$ cat src/hdl/mbe_pkg.sv
// ----------------------------------------------------------------------------
// mbe_pkg
// Shared types, constants and saturating fixed-point helpers for the
// Mandelbrot escape-time block.
// ----------------------------------------------------------------------------
package mbe_pkg;

  localparam int DATA_W = 32;           // signed fixed-point word
  localparam int FRAC_W = 28;           // fractional bits of the word
  localparam int PROD_W = 2 * DATA_W;   // full-precision product
  localparam int ITER_W = 16;           // iteration limit and count field
  localparam int CNT_W  = ITER_W + 1;   // count must reach limit + 1
  localparam int CFG_DW = 32;
  localparam int CFG_AW = 3;

  typedef logic signed [DATA_W-1:0] q_t;
  typedef logic signed [PROD_W-1:0] prod_t;

  localparam q_t Q_MAX = {1'b0, {(DATA_W-1){1'b1}}};
  localparam q_t Q_MIN = {1'b1, {(DATA_W-1){1'b0}}};

  localparam logic [PROD_W:0] Q_MAX_WIDE =
    {{(PROD_W-DATA_W+2){1'b0}}, {(DATA_W-1){1'b1}}};

  // Fixed-point constant num * 2^sh, saturated to the largest word
  function automatic q_t fconst(int unsigned num, int sh);
    logic [PROD_W:0] v;
    v = (PROD_W+1)'(num) << (FRAC_W + sh);
    if (v > Q_MAX_WIDE) return Q_MAX;
    return q_t'(v[DATA_W-1:0]);
  endfunction

  localparam q_t Q_ONE   = fconst(1, 0);
  localparam q_t Q_THREE = fconst(3, 0);
  localparam q_t Q_FOUR  = fconst(4, 0);
  localparam q_t Q_3_32  = fconst(3, -5);
  localparam q_t Q_1_16  = fconst(1, -4);

  // Register index taken from the APB byte address
  typedef enum logic {
    REG_MAX_ITER = 1'b0,
    REG_SHORTCUT = 1'b1
  } reg_idx_t;

  typedef enum logic [2:0] {
    ST_IDLE,
    ST_SC_MUL,
    ST_SC_SUM,
    ST_SC_PREP,
    ST_SC_CARD,
    ST_SC_DEC,
    ST_IT_MUL,
    ST_IT_STEP
  } st_t;

  typedef enum logic [1:0] {
    MUL_SC,
    MUL_CARD,
    MUL_Z
  } mul_op_t;

  typedef struct packed {
    logic    load_c;
    logic    z_clear;
    logic    mul_en;
    mul_op_t mul_op;
    logic    sc_sum;
    logic    sc_prep;
    logic    z_step;
    logic    out_load;
    logic    out_inside;
  } cmd_t;

  typedef struct packed {
    logic sc_hit;
    logic it_go;
    logic it_over;
  } stat_t;

  function automatic q_t sat_add(q_t a, q_t b);
    logic signed [DATA_W:0] s;
    s = (DATA_W+1)'(a) + (DATA_W+1)'(b);
    if (s[DATA_W] != s[DATA_W-1]) return s[DATA_W] ? Q_MIN : Q_MAX;
    return q_t'(s[DATA_W-1:0]);
  endfunction

  function automatic q_t sat_sub(q_t a, q_t b);
    logic signed [DATA_W:0] s;
    s = (DATA_W+1)'(a) - (DATA_W+1)'(b);
    if (s[DATA_W] != s[DATA_W-1]) return s[DATA_W] ? Q_MIN : Q_MAX;
    return q_t'(s[DATA_W-1:0]);
  endfunction

  // Eight times a, clamped like three saturating doublings
  function automatic q_t sat_x8(q_t a);
    logic signed [DATA_W+2:0] w;
    w = (DATA_W+3)'(a) <<< 3;
    if (w > (DATA_W+3)'(Q_MAX)) return Q_MAX;
    if (w < (DATA_W+3)'(Q_MIN)) return Q_MIN;
    return q_t'(w[DATA_W-1:0]);
  endfunction

  // Floor of product / 2^FRAC_W, clamped to the word range
  function automatic q_t prod_to_q(prod_t p);
    prod_t sh;
    sh = p >>> FRAC_W;
    if (sh > prod_t'(Q_MAX)) return Q_MAX;
    if (sh < prod_t'(Q_MIN)) return Q_MIN;
    return q_t'(sh[DATA_W-1:0]);
  endfunction

endpackage

$ cat src/hdl/mbe_regs.sv
// ----------------------------------------------------------------------------
// mbe_regs
// APB register file: iteration limit and shortcut enable.
// ----------------------------------------------------------------------------
module mbe_regs import mbe_pkg::*; (
  input  logic              clk,
  input  logic              rst_n,
  input  logic              psel,
  input  logic              penable,
  input  logic              pwrite,
  input  logic [CFG_AW-1:0] paddr,
  input  logic [CFG_DW-1:0] pwdata,
  output logic [CFG_DW-1:0] prdata,
  output logic              pready,
  output logic [ITER_W-1:0] max_iter,
  output logic              shortcut_en
);

  logic [ITER_W-1:0] max_iter_r;
  logic              shortcut_en_r;
  logic              wr_en;
  reg_idx_t          idx;

  assign pready = 1'b1;
  assign wr_en  = psel & penable & pwrite & pready;
  assign idx    = reg_idx_t'(paddr[2]);

  always_ff @(posedge clk) begin
    if (!rst_n) begin
      max_iter_r    <= ITER_W'(255);
      shortcut_en_r <= 1'b1;
    end else if (wr_en) begin
      case (idx)
        REG_MAX_ITER: max_iter_r    <= pwdata[ITER_W-1:0];
        REG_SHORTCUT: shortcut_en_r <= pwdata[0];
        default: ;
      endcase
    end
  end

  always_comb begin
    case (idx)
      REG_MAX_ITER: prdata = CFG_DW'(max_iter_r);
      REG_SHORTCUT: prdata = CFG_DW'(shortcut_en_r);
      default:      prdata = '0;
    endcase
  end

  assign max_iter    = max_iter_r;
  assign shortcut_en = shortcut_en_r;

endmodule

$ cat config.mk
export PLATFORM = sky130hd
export DESIGN_NAME = mbe_regs
export DESIGN_NICKNAME = d
export VERILOG_FILES = /design/src/hdl/mbe_pkg.sv /design/src/hdl/mbe_regs.sv
export SDC_FILE = /design/constraint.sdc
export NUM_CORES = 1
export LEC_CHECK = 0
export ABC_CLOCK_PERIOD_IN_PS = 2300
export BUFFER_PORTS_ARGS = -buffer_cell sky130_fd_sc_hd__buf_2
export CAP_MARGIN = 40
export CORE_UTILIZATION = 35
export DETAILED_ROUTE_END_ITERATION = 16
export GPL_TIMING_DRIVEN = 0
export PLACE_DENSITY = 0.76
export SYNTH_ARGS = -nofsm -noshare
export SYNTH_HDL_FRONTEND = slang
export SYNTH_SLANG_ARGS = --single-unit
$ cat constraint.sdc
create_clock -name clk -period 2.3 [get_ports clk]
set_input_delay 0.23 -clock clk [delete_from_list [all_inputs] [get_ports clk]]
set_output_delay 0.23 -clock clk [all_outputs]
set_load 0.1 [all_outputs]
==> metrics <==
postcts setup bufs 0; leakage power between 0.6 and 0.7 nW; Worst-Skew Late Latency 0.29 ns; H-Tree Depth 1; Post-synth top cells nor2b_1, buf_4, dfxtp_1, mux2i_1, nand2_1; Seq/Total Area, Yosys 0.343; Largest stage delay, worst path around 0.56 ns; clk sink count 17; Hold Crit Class input port to flip-flop; vias per inst 4.15; GPL Wtd Cong 0.675; I/O pin total 90; initial antenna violation count 0; Fin Clk Skew 0 ns; CP max FO 10; PortBufs 54; Tot Pwr about 0.82 mW; maxcap violations 0; worst slew pin tran roughly 0.70 ns; YS warnings 0; fill count 260; Die Span Y roughly 55 um; Root Driver clkbuf_4; GRT Overall Usage 0.147; Mapped Area between 900 and 1000 um2; RSZ-0062 raised after global routing false; CTS Hold Buffers Added 0; Crit. End Element output port; Post-DRT Antenna Nets 0; post-CTS resize count 0; Final Max Tran Viols 0; CP Class input port to output port; Critical Path Source Type input port; chip width roughly 55 um; post-synthesis cell type count 13; critical path's top delay family buffers and inverters; first-pass GRT wire length between 3000 and 4000 um; fin crit share 0.694; fmax 627 MHz; Synth-to-Final Area Change 42.2%; share of the synthesized area in the top cell type 0.343; count leader, synth nor2b_1; Syn Inst Count 110; Critical Path AT 1.37 ns; largest area contributor in the netlist dfxtp_1; final net count around 220; Num CTS Buffers 3; Mapped Avg Cell Area between 9 and 10 um2; FF+latch count, synth 17; clk buf depth 2; outcome completed; Starting Density 0.386; most common cell type on the critical path buf_2; first drt pass iteration count 2; layout cells sized above 1 0.508; FP Rows 18; die area about 3000 um2; CORE AREA about 2600 um2; Cell Pwr Density 578 nW/um2; GR Overflow Total 0; number of global-route vias before repair roughly 900; worst path buffer plus inverter count 3; WP data required 2.07 ns; Via Count ~890; fraction of registers with async set/reset 0; Top FF cell, synth dfxtp_1; final wirelength approximately 2200 um; max_slew headroom 0.535; maximum vdd drop 0.324 mV; ant diodes 0; routed len/inst 10.4 um; count of final setup violators 0; largest net degree at the start of global routing 12; crit-path cells buf_2, clkbuf_1, nor2b_2, buf_2; clock-pin slew on the worst setup and hold paths around 0.10 ns; drt initial violations 3; Period minus WS final 1.60 ns; Slowest-stage cell, CP clkbuf_1; placed cell areas 1380 um2; CTS tree done; Post-DP HPWL around 1800 um; Final Hold Vio Count 0; post-route setup TNS 0 ns; top cells by area, synth dfxtp_1, mux2i_1, nor2b_1; fin area around 1400 um2; DRC 0; Post-synth EDFFs 0
per-layer routing:
layer / up-vias / GRT usage / share of wire
met2: 36 / 0.305 / 0.54
met5: - / 0 / 0
met4: 0 / 0.0643 / 0.0099
met1: 390 / 0.139 / 0.38
li1: 457 / - / -
met3: 2 / 0.0187 / 0.065
layout make-up:
type | instances | area (um2) | area share
buffer | 23 | 174 | 0.123
clock buffer | 3 | 22.5 | 0.0160
clock inverter | 1 | 7.51 | 0.00532
multi-input combinational | 85 | 559 | 0.396
sequential | 17 | 340 | 0.241
tap | 30 | 37.5 | 0.0266
timing repair buffer | 54 | 270 | 0.191
metrics by stage:
stage          setup slack (ns)  utilization  cells  hold WS (ns)
5_1_grt                   0.644        0.550    213         0.161
2_1_floorplan             0.142            -    125         0.372
3_5_place_dp              0.691        0.538    209         0.467
6_report                  0.705        0.550    213         0.169
4_1_cts                   0.685        0.550    213         0.159
3_3_place_gp              0.697        0.538    209         0.451
power breakdown:
group          switching [mW]  internal [mW]  total, mW
Sequential            0.00440          0.301      0.305
Combinational           0.281         0.0677      0.349
Clock                  0.0948         0.0660      0.161
cells in the final DEF, fill, tap and decap left out:
master	synthesis	final
and2b_2	5	5
buf_6	1	1
buf_2	0	54
mux2_2	1	1
buf_4	17	17
clkbuf_4	0	3
conb_1	2	17
clkinvlp_4	0	1
nand4_1	1	1
nor2b_1	27	17
dfxtp_1	17	17
and4b_1	1	1
clkbuf_1	4	4
nand2_1	16	16
buf_12	1	1
mux2i_1	17	17
nor2b_2	0	10
worst register-to-register path: stages (launching register included):
cell and delay, ns:
dfxtp_1 0.33, nor2b_1 0.13, mux2i_1 0.09
final timing paths:
| path | start | to | slack (ns) | cells past startpoint |
|---|---|---|---|---|
| max reg2reg | max_iter[6] | max_iter[6] | 1.65 | 2 |
| max | paddr[2] | prdata[8] | 0.70 | 4 |
| min | pwdata[11] | max_iter[11] | 0.17 | 3 |
| min reg2reg | max_iter[11] | max_iter[11] | 0.48 | 2 |
cells by family (layout without fill, tap and decap cells):
group / count (synthesis) / after routing / share of synthesized area
DFF: 17 / 17 / 0.343
and+or+nand+nor: 50 / 50 / 0.291
muxes: 18 / 18 / 0.183
other: 2 / 17 / 0.00757
buffers and inverters: 23 / 81 / 0.175
flip-flops by register name, indices dropped and copies added (netlist names):
signal       flops
max_iter        16
shortcut_en      1
Note: power is estimated with default switching activity, not from simulation.
