`src/hdl/mbe_pkg.sv`:
```
// ----------------------------------------------------------------------------
// mbe_pkg
// Shared types, constants and saturating fixed-point helpers for the
// Mandelbrot escape-time block.
// ----------------------------------------------------------------------------
package mbe_pkg;

  localparam int DATA_W = 32;           // signed fixed-point word
  localparam int FRAC_W = 28;           // fractional bits of the word
  localparam int PROD_W = 2 * DATA_W;   // full-precision product
  localparam int ITER_W = 16;           // iteration limit and count field
  localparam int CNT_W  = ITER_W + 1;   // count must reach limit + 1
  localparam int CFG_DW = 32;
  localparam int CFG_AW = 3;

  typedef logic signed [DATA_W-1:0] q_t;
  typedef logic signed [PROD_W-1:0] prod_t;

  localparam q_t Q_MAX = {1'b0, {(DATA_W-1){1'b1}}};
  localparam q_t Q_MIN = {1'b1, {(DATA_W-1){1'b0}}};

  localparam logic [PROD_W:0] Q_MAX_WIDE =
    {{(PROD_W-DATA_W+2){1'b0}}, {(DATA_W-1){1'b1}}};

  // Fixed-point constant num * 2^sh, saturated to the largest word
  function automatic q_t fconst(int unsigned num, int sh);
    logic [PROD_W:0] v;
    v = (PROD_W+1)'(num) << (FRAC_W + sh);
    if (v > Q_MAX_WIDE) return Q_MAX;
    return q_t'(v[DATA_W-1:0]);
  endfunction

  localparam q_t Q_ONE   = fconst(1, 0);
  localparam q_t Q_THREE = fconst(3, 0);
  localparam q_t Q_FOUR  = fconst(4, 0);
  localparam q_t Q_3_32  = fconst(3, -5);
  localparam q_t Q_1_16  = fconst(1, -4);

  // Register index taken from the APB byte address
  typedef enum logic {
    REG_MAX_ITER = 1'b0,
    REG_SHORTCUT = 1'b1
  } reg_idx_t;

  typedef enum logic [2:0] {
    ST_IDLE,
    ST_SC_MUL,
    ST_SC_SUM,
    ST_SC_PREP,
    ST_SC_CARD,
    ST_SC_DEC,
    ST_IT_MUL,
    ST_IT_STEP
  } st_t;

  typedef enum logic [1:0] {
    MUL_SC,
    MUL_CARD,
    MUL_Z
  } mul_op_t;

  typedef struct packed {
    logic    load_c;
    logic    z_clear;
    logic    mul_en;
    mul_op_t mul_op;
    logic    sc_sum;
    logic    sc_prep;
    logic    z_step;
    logic    out_load;
    logic    out_inside;
  } cmd_t;

  typedef struct packed {
    logic sc_hit;
    logic it_go;
    logic it_over;
  } stat_t;

  function automatic q_t sat_add(q_t a, q_t b);
    logic signed [DATA_W:0] s;
    s = (DATA_W+1)'(a) + (DATA_W+1)'(b);
    if (s[DATA_W] != s[DATA_W-1]) return s[DATA_W] ? Q_MIN : Q_MAX;
    return q_t'(s[DATA_W-1:0]);
  endfunction

  function automatic q_t sat_sub(q_t a, q_t b);
    logic signed [DATA_W:0] s;
    s = (DATA_W+1)'(a) - (DATA_W+1)'(b);
    if (s[DATA_W] != s[DATA_W-1]) return s[DATA_W] ? Q_MIN : Q_MAX;
    return q_t'(s[DATA_W-1:0]);
  endfunction

  // Eight times a, clamped like three saturating doublings
  function automatic q_t sat_x8(q_t a);
    logic signed [DATA_W+2:0] w;
    w = (DATA_W+3)'(a) <<< 3;
    if (w > (DATA_W+3)'(Q_MAX)) return Q_MAX;
    if (w < (DATA_W+3)'(Q_MIN)) return Q_MIN;
    return q_t'(w[DATA_W-1:0]);
  endfunction

  // Floor of product / 2^FRAC_W, clamped to the word range
  function automatic q_t prod_to_q(prod_t p);
    prod_t sh;
    sh = p >>> FRAC_W;
    if (sh > prod_t'(Q_MAX)) return Q_MAX;
    if (sh < prod_t'(Q_MIN)) return Q_MIN;
    return q_t'(sh[DATA_W-1:0]);
  endfunction

endpackage

```
`src/hdl/mbe_ctrl.sv`:
```
// ----------------------------------------------------------------------------
// mbe_ctrl
// Controller: sequences the shortcut tests and the orbit iterations and
// owns both handshakes.
// ----------------------------------------------------------------------------
module mbe_ctrl import mbe_pkg::*; (
  input  logic  clk,
  input  logic  rst_n,
  input  logic  in_valid,
  output logic  in_ready,
  output logic  out_valid,
  input  logic  out_ready,
  input  logic  shortcut_en,
  input  stat_t stat,
  output cmd_t  cmd
);

  st_t  state_r, state_nxt;
  logic inside_r, inside_nxt;
  logic done_r, done_nxt;
  logic out_valid_r, out_valid_nxt;
  logic accept;
  logic out_free;

  assign accept   = in_valid && in_ready;
  assign out_free = !out_valid_r || out_ready;

  // Next state
  always_comb begin
    state_nxt  = state_r;
    inside_nxt = inside_r;
    done_nxt   = done_r;
    case (state_r)
      ST_IDLE: begin
        if (done_r) begin
          if (out_free) done_nxt = 1'b0;
        end else if (accept) begin
          state_nxt = shortcut_en ? ST_SC_MUL : ST_IT_MUL;
        end
      end
      ST_SC_MUL:  state_nxt = ST_SC_SUM;
      ST_SC_SUM:  state_nxt = ST_SC_PREP;
      ST_SC_PREP: state_nxt = ST_SC_CARD;
      ST_SC_CARD: state_nxt = ST_SC_DEC;
      ST_SC_DEC: begin
        if (stat.sc_hit) begin
          inside_nxt = 1'b1;
          done_nxt   = 1'b1;
          state_nxt  = ST_IDLE;
        end else begin
          state_nxt = ST_IT_MUL;
        end
      end
      ST_IT_MUL: state_nxt = ST_IT_STEP;
      ST_IT_STEP: begin
        if (stat.it_go) begin
          state_nxt = ST_IT_MUL;
        end else begin
          inside_nxt = stat.it_over;
          done_nxt   = 1'b1;
          state_nxt  = ST_IDLE;
        end
      end
      default: state_nxt = ST_IDLE;
    endcase
  end

  // Outputs
  always_comb begin
    cmd           = '0;
    cmd.mul_op    = MUL_Z;
    in_ready      = 1'b0;
    out_valid_nxt = out_valid_r && !out_ready;
    case (state_r)
      ST_IDLE: begin
        if (done_r) begin
          if (out_free) begin
            cmd.out_load   = 1'b1;
            cmd.out_inside = inside_r;
            out_valid_nxt  = 1'b1;
          end
        end else begin
          in_ready    = 1'b1;
          cmd.load_c  = accept;
          cmd.z_clear = accept;
        end
      end
      ST_SC_MUL: begin
        cmd.mul_en = 1'b1;
        cmd.mul_op = MUL_SC;
      end
      ST_SC_SUM:  cmd.sc_sum  = 1'b1;
      ST_SC_PREP: cmd.sc_prep = 1'b1;
      ST_SC_CARD: begin
        cmd.mul_en = 1'b1;
        cmd.mul_op = MUL_CARD;
      end
      ST_IT_MUL:  cmd.mul_en = 1'b1;
      ST_IT_STEP: cmd.z_step = stat.it_go;
      default: ;
    endcase
  end

  always_ff @(posedge clk) begin
    if (!rst_n) begin
      state_r     <= ST_IDLE;
      inside_r    <= 1'b0;
      done_r      <= 1'b0;
      out_valid_r <= 1'b0;
    end else begin
      state_r     <= state_nxt;
      inside_r    <= inside_nxt;
      done_r      <= done_nxt;
      out_valid_r <= out_valid_nxt;
    end
  end

  assign out_valid = out_valid_r;

endmodule

```
`config.mk`:
```
export PLATFORM = sky130hd
export DESIGN_NAME = mbe_ctrl
export DESIGN_NICKNAME = d
export VERILOG_FILES = /design/src/hdl/mbe_pkg.sv /design/src/hdl/mbe_ctrl.sv
export SDC_FILE = /design/constraint.sdc
export NUM_CORES = 1
export LEC_CHECK = 0
export BUFFER_PORTS_ARGS = -buffer_cell sky130_fd_sc_hd__buf_2
export CAP_MARGIN = 20
export CORE_AREA = 8 8 45 47
export DETAILED_ROUTE_END_ITERATION = 10
export DIE_AREA = 0 0 53 55
export PLACE_DENSITY = 0.61
export SYNTH_ARGS = -nofsm -noshare
export SYNTH_HDL_FRONTEND = slang
export SYNTH_SLANG_ARGS = --single-unit
export TNS_END_PERCENT = 30
```
`constraint.sdc`:
```
create_clock -name clk -period 1.3 [get_ports clk]
set_clock_uncertainty 0.1 [all_clocks]
set_input_delay 0.39 -clock clk [delete_from_list [all_inputs] [get_ports clk]]
set_output_delay 0.39 -clock clk [all_outputs]
set_load 0.02 [all_outputs]
```
==> flow_summary.ini, run 1 <==
[floorplanning]
start_util_pct = 30.1
die_h_um = 55
die_w_um = 53
pin_count = 20
fp-row-count = 14
core_um2 = 1380
die_area_um2 = 2920

[synthesis]
ys_ff_latch = 6
syn_inst = 57
yosys.area_share.xor_xnor_pct = 0
ys_warn_count = 0
synth_top_family_by_area = simple AND/OR/NAND/NOR gates
ys_types = 27
synth_compound_area_share_pct = 22.8
synth_fa_ha_area_share_pct = 0
synthMuxAreaShare_pct = 0
seq_area_frac_synth_pct = 28.8
synth-simple-area-share_pct = 40.5
synth.avg_cell_area_um2 = 7.31
syn_nets = 65
syn-cell-area_um2 = 417

[run]
max_cap_viol_count = 0

[worst_setup_path]
critPathBufInv = 1
crit_cells = 3
crit_path_end = cmd[8]
required_ps = 810
arrival_ps = 1280
end_kind = output port
reg2reg_depth = 3
worstReg2RegEnd = state_r[2]
slowest_stage = or3_4
r2r_slack_ps = -90
crit_family = simple AND/OR/NAND/NOR gates
path_class = register to output port
cpPeakStageDelay_ps = 420
worstPathCellList = or3_4, nor2_4, buf_6
start_kind = register
r2r-start = state_r[1]
critical_path.startpoint = state_r[1]
cp_max_fo = 7

[drt]
ant_nets = 0
drt_first_iter_violations = 7
wirelength_um = 1460
dr.pass1.iters = 4
vias_per_cell = 4.92
wire_per_inst_um = 13.8
drc_errors = 0
num_vias = 521

[timing]
rsz0062_at_grt = yes
hold_violations = 0
setup_violations = 13
tns_ps = -4050
setup_ws_ps = -471
worst_pin_slew_ps = 249
fin_crit_sh_pct = 136
finalCriticalPeriod_ps = 1770
drv_slew = 0
fmax_mhz = 565
max_slew_margin_pct = 83.4

[outcome]
violations = setup timing
status = complete, but fails checks

[final_layout]
syn_to_final_growth_pct = 77.8
multi_input_area_um2 = 304
final_common_cell = buf_4
seq_area_um2 = 131
stdcell_count = 106
final_nets = 100
utilization_pct = 53.5
diodes = 0
final_cell_mix = buf_4 (19), buf_2 (9), buf_6 (6)
drive_gt1_share_pct = 56.7
n_fill_cell = 143

[pwr]
internal-power_mw = 0.605
finalPower_mw = 0.974
power_leakage_nw = 0.339
pwr-share-seq_pct = 25.8
p_sw_mw = 0.369
comb_power_share_pct = 55.7
p_clk_share_pct = 18.5
p_per_area_nw_per_um2 = 1320
sw_frac_of_total_pct = 37.9
vdd_ir_drop_max_mv = 0.472

[global_route]
overflow = 0
grt_pass1_vias = 527
grt_max_degree = 9
grt_pass1_wl_um = 2160
grtUsageTotal_pct = 10.1
antenna_found_initial = 0

[hold_path]
hold_class = input port to register
hold_path_depth = 3

[cts]
cts_setup_buffers = 0
clockRootBuffer = clkbuf_4
cts_htree_levels = 1
cts.sinks = 6
insertion_delay_ps = 260
clockBufferDepth = 2
tritoncts.num_buffers = 3
path_clk_slew_ps = 50
cts_tree = built

[place]
routabilityCongestion = 0.803
dpl.cell_count = 103
dp_slack_ps = -224
port_buffers = 19
place.detailed.hpwl_um = 1060
[sequential cells by signal, summed over array words and instances, names as in the netlist]
name	cells
state_r	3
inside_r	1
done_r	1
out_valid	1
[synthesized netlist by cell type]
master	count	area share (%)
o221a_1	1	2.7
dfxtp_1	6	29
nor2b_1	4	6.0
and2b_1	1	1.8
a21oi_1	3	3.6
o31ai_1	1	1.8
nor2_1	6	5.4
nand2_1	6	5.4
a21boi_1	1	1.8
nor3b_1	1	1.8
a21boi_0	1	1.8
nand3b_1	1	1.8
nor3_1	1	1.2
buf_4	2	3.6
o21ai_1	2	2.4
o2111a_1	1	2.7
nor2_2	1	1.5
nand3_1	2	2.4
or2_2	1	1.5
and2_1	1	1.5
buf_2	2	2.4
nand2b_1	5	7.5
or3_4	1	2.7
o21ai_0	2	2.4
inv_1	2	1.8
a21o_1	1	1.8
o211ai_1	1	1.8
[power by group through the flow]
| stage | sequential [mW] | clock [mW] | combinational [mW] |
|---|---|---|---|
| after floorplan | 0.220 | 0 | 0.280 |
| after global placement | 0.238 | 0 | 0.437 |
| after detailed placement | 0.241 | 0 | 0.442 |
| after CTS | 0.245 | 0.187 | 0.487 |
| after global routing | 0.257 | 0.191 | 0.585 |
| final | 0.251 | 0.180 | 0.543 |
[per-layer routing]
layer	up-vias	global-route usage [%]	routed length (um)
met5	-	0	0
met4	0	10.3	48
met3	6	1.34	96
met2	17	17.0	725
met1	238	10.4	587
li1	260	-	-
[area by class of cell]
cell class                      count  area share, %
Sequential cell                     6           17.7
Timing Repair Buffer               34           34.5
Multi-Input combinational cell     45           41.0
Clock buffer                        3           3.04
Tap cell                           16           2.70
Inverter                            2           1.01
[worst min-delay path by stage]
stage          slack, ps        start          to
6_report             290  shortcut_en  state_r[0]
5_1_grt              320  shortcut_en  state_r[0]
4_1_cts              290  shortcut_en  state_r[0]
3_5_place_dp         370     inside_r    inside_r
3_3_place_gp         360     inside_r    inside_r
2_1_floorplan        350     inside_r    inside_r
[per-stage QoR]
step           hold slack, ps  area (um2)
6_report                  294         741
5_1_grt                   317         741
4_1_cts                   291         703
3_5_place_dp              370         637
3_3_place_gp              364         637
2_1_floorplan             346         438
[what timing repair did]
action / in CTS / in global routing
hold buffers: 0 / 0
pin swaps: 0 / 1
cloned: 0 / 0
gates resized for setup: 18 / 10
endpoints found under the setup margin: 13 / 13
[worst register-to-register path, stage by stage (launching register included)]
cell     delay [ps]
dfxtp_4         360
or3_4           420
buf_4           150
o221a_1         240
[kinds of logic after synthesis]
kind of cell,count (synthesis)
AO/OA/AOI/OAI,14
buffers and inverters,6
flip-flops,6
AND/OR/NAND/NOR,31
(Power assumes the default switching activity.)
==> inputs of run 2 (changes only) <==
--- a/config.mk
+++ b/config.mk
@@ -7,9 +7,10 @@
 export LEC_CHECK = 0
 export BUFFER_PORTS_ARGS = -buffer_cell sky130_fd_sc_hd__buf_2
 export CAP_MARGIN = 20
-export CORE_AREA = 8 8 45 47
+export CORE_AREA = 2 2 39 41
 export DETAILED_ROUTE_END_ITERATION = 10
-export DIE_AREA = 0 0 53 55
+export DIE_AREA = 0 0 41 43
+export GPL_TIMING_DRIVEN = 0
 export PLACE_DENSITY = 0.61
 export SYNTH_ARGS = -nofsm -noshare
 export SYNTH_HDL_FRONTEND = slang
==> constraint.sdc (replaced) <==
create_clock -name clk -period 1.3 [get_ports clk]
set_clock_uncertainty 0.1 [all_clocks]
set_input_delay 0 -clock clk [delete_from_list [all_inputs] [get_ports clk]]
set_output_delay 0 -clock clk [all_outputs]
set_load 0.02 [all_outputs]
==> flow_summary.ini, run 2 (synthesis gave the netlist of run 1 again) <==
[timing]
max_slew_margin_pct = 80.4
rsz0062_at_grt = yes
setup_violations = 6
finalCriticalPeriod_ps = 1390
drv_slew = 0
worst_pin_slew_ps = 293
fmax_mhz = 719
setup_ws_ps = -90.4
fin_hold_ws_ps = 57.2
fin_crit_sh_pct = 107
hold_violations = 0

[place]
routabilityCongestion = 0.773
port_buffers = 19
dp_slack_ps = 93.3
place.detailed.hpwl_um = 794

[pwr]
power_leakage_nw = 0.340
vdd_ir_drop_max_mv = 0.529
finalPower_mw = 0.947
sw_frac_of_total_pct = 37.6
p_sw_mw = 0.356
comb_power_share_pct = 57.3
p_clk_share_pct = 18.5
pwr-share-seq_pct = 24.2
p_per_area_nw_per_um2 = 1260
internal-power_mw = 0.591

[worst_setup_path]
required_ps = 1200
slowest_stage = or3_4
arrival_ps = 1290
worstPathCellList = or3_4, nor2_4, buf_6, buf_6
crit_family = simple AND/OR/NAND/NOR gates
start_kind = register
cp_common_cell = buf_6
critPathBufInv = 2
cp_max_fo = 3
end_kind = output port
path_class = register to output port
cpPeakStageDelay_ps = 420

[global_route]
grt_max_degree = 10
grt_pass1_wl_um = 1900
overflow = 0
grtUsageTotal_pct = 16.0
grt_pass1_vias = 440
antenna_found_initial = 0

[floorplanning]
fp-row-count = 14
die_h_um = 43
core_um2 = 1380
start_util_pct = 30.1
die_area_um2 = 1760
pin_count = 20
die_w_um = 41

[cts]
path_clk_slew_ps = 50
clockRootBuffer = clkbuf_4
cts.sinks = 6
clockBufferDepth = 2
tritoncts.num_buffers = 3
cts_htree_levels = 1
insertion_delay_ps = 250
cts_tree = built

[final_layout]
utilization_pct = 54.4
n_fill_cell = 139
final_cell_mix = buf_2 (12), buf_4 (10), buf_6 (7)
regMostFlops = state_r
syn_to_final_growth_pct = 80.8
final_common_cell = buf_2
multi_input_area_um2 = 298
seq_area_um2 = 126
final_nets = 101
diodes = 0
largest_reg_flops = 3
drive_gt1_share_pct = 48.4

[outcome]
violations = setup timing
status = complete, but fails checks

[run]
max_cap_viol_count = 0

[drt]
drt_first_iter_violations = 12
dr.pass1.iters = 4
drc_errors = 0
num_vias = 553
wire_per_inst_um = 11.7
ant_nets = 0
vias_per_cell = 5.17
wirelength_um = 1250

[hold_path]
hold_class = input port to register
[run 2: cell count changes in the layout (fill, tap and decap cells not counted), moves of 2 or more]
cell           delta
dfxtp_4           -2
dlygate4sd3_1     +5
buf_2             +3
nor2_2            -2
nand2_1           +2
dfxtp_2           +2
nand2_2           -2
buf_4             -9
[run 2: power groups by stage]
stage | logic [mW] | clock network [mW] | registers, mW
global placement | 0.359 | 0 | 0.224
detailed placement | 0.364 | 0 | 0.223
global route | 0.581 | 0.186 | 0.232
CTS | 0.487 | 0.177 | 0.228
floorplan | 0.265 | 0 | 0.220
finish | 0.542 | 0.176 | 0.229
[run 2: timing repair]
| action | CTS | global route |
|---|---|---|
| resized for setup | 15 | 14 |
| pin swaps | 4 | 2 |
| endpoints found under the hold margin | 6 | 0 |
| setup endpoints to repair | 8 | 13 |
| buffers inserted | 6 | 1 |
| hold buffers | 5 | 0 |
[run 2: per-stage QoR]
stage | setup TNS, ps | instance area (um2) | std cells
6_report | -257 | 753 | 107
3_5_place_dp | 0 | 534 | 92
3_3_place_gp | 0 | 534 | 92
2_1_floorplan | 0 | 419 | 57
4_1_cts | -355 | 697 | 106
5_1_grt | -606 | 753 | 107
[run 2: worst reg2reg max path: stages, from the launching register on]
cell,delay (ps)
dfxtp_2,320
or3_4,420
buf_6,140
o221a_1,220
[run 2: path summary, 6_finish.rpt]
kind	endpoint	cells past startpoint	startpoint	slack, ps
worst max register to register	state_r[2]	3	state_r[0]	-10
worst max-delay path	cmd[9]	4	state_r[0]	-90
worst min-delay path	state_r[0]	4	in_valid	60
worst min register to register	inside_r	2	inside_r	380
[run 2: routing by layer]
metal,global-route usage (%),vias to the layer above,wire (um)
li1,-,266,-
met1,21.0,258,514
met2,22.8,25,623
met3,3.14,4,80
met4,10.0,0,29
met5,0,-,0
[run 2: final cells by class]
type | instances | share of cell area, %
repair buffers | 31 | 31.1
plain buffers | 4 | 5.98
clock buffers | 3 | 2.99
flip-flops and latches | 6 | 16.8
inverters | 2 | 0.997
well taps | 16 | 2.66
multi-input cells | 45 | 39.5
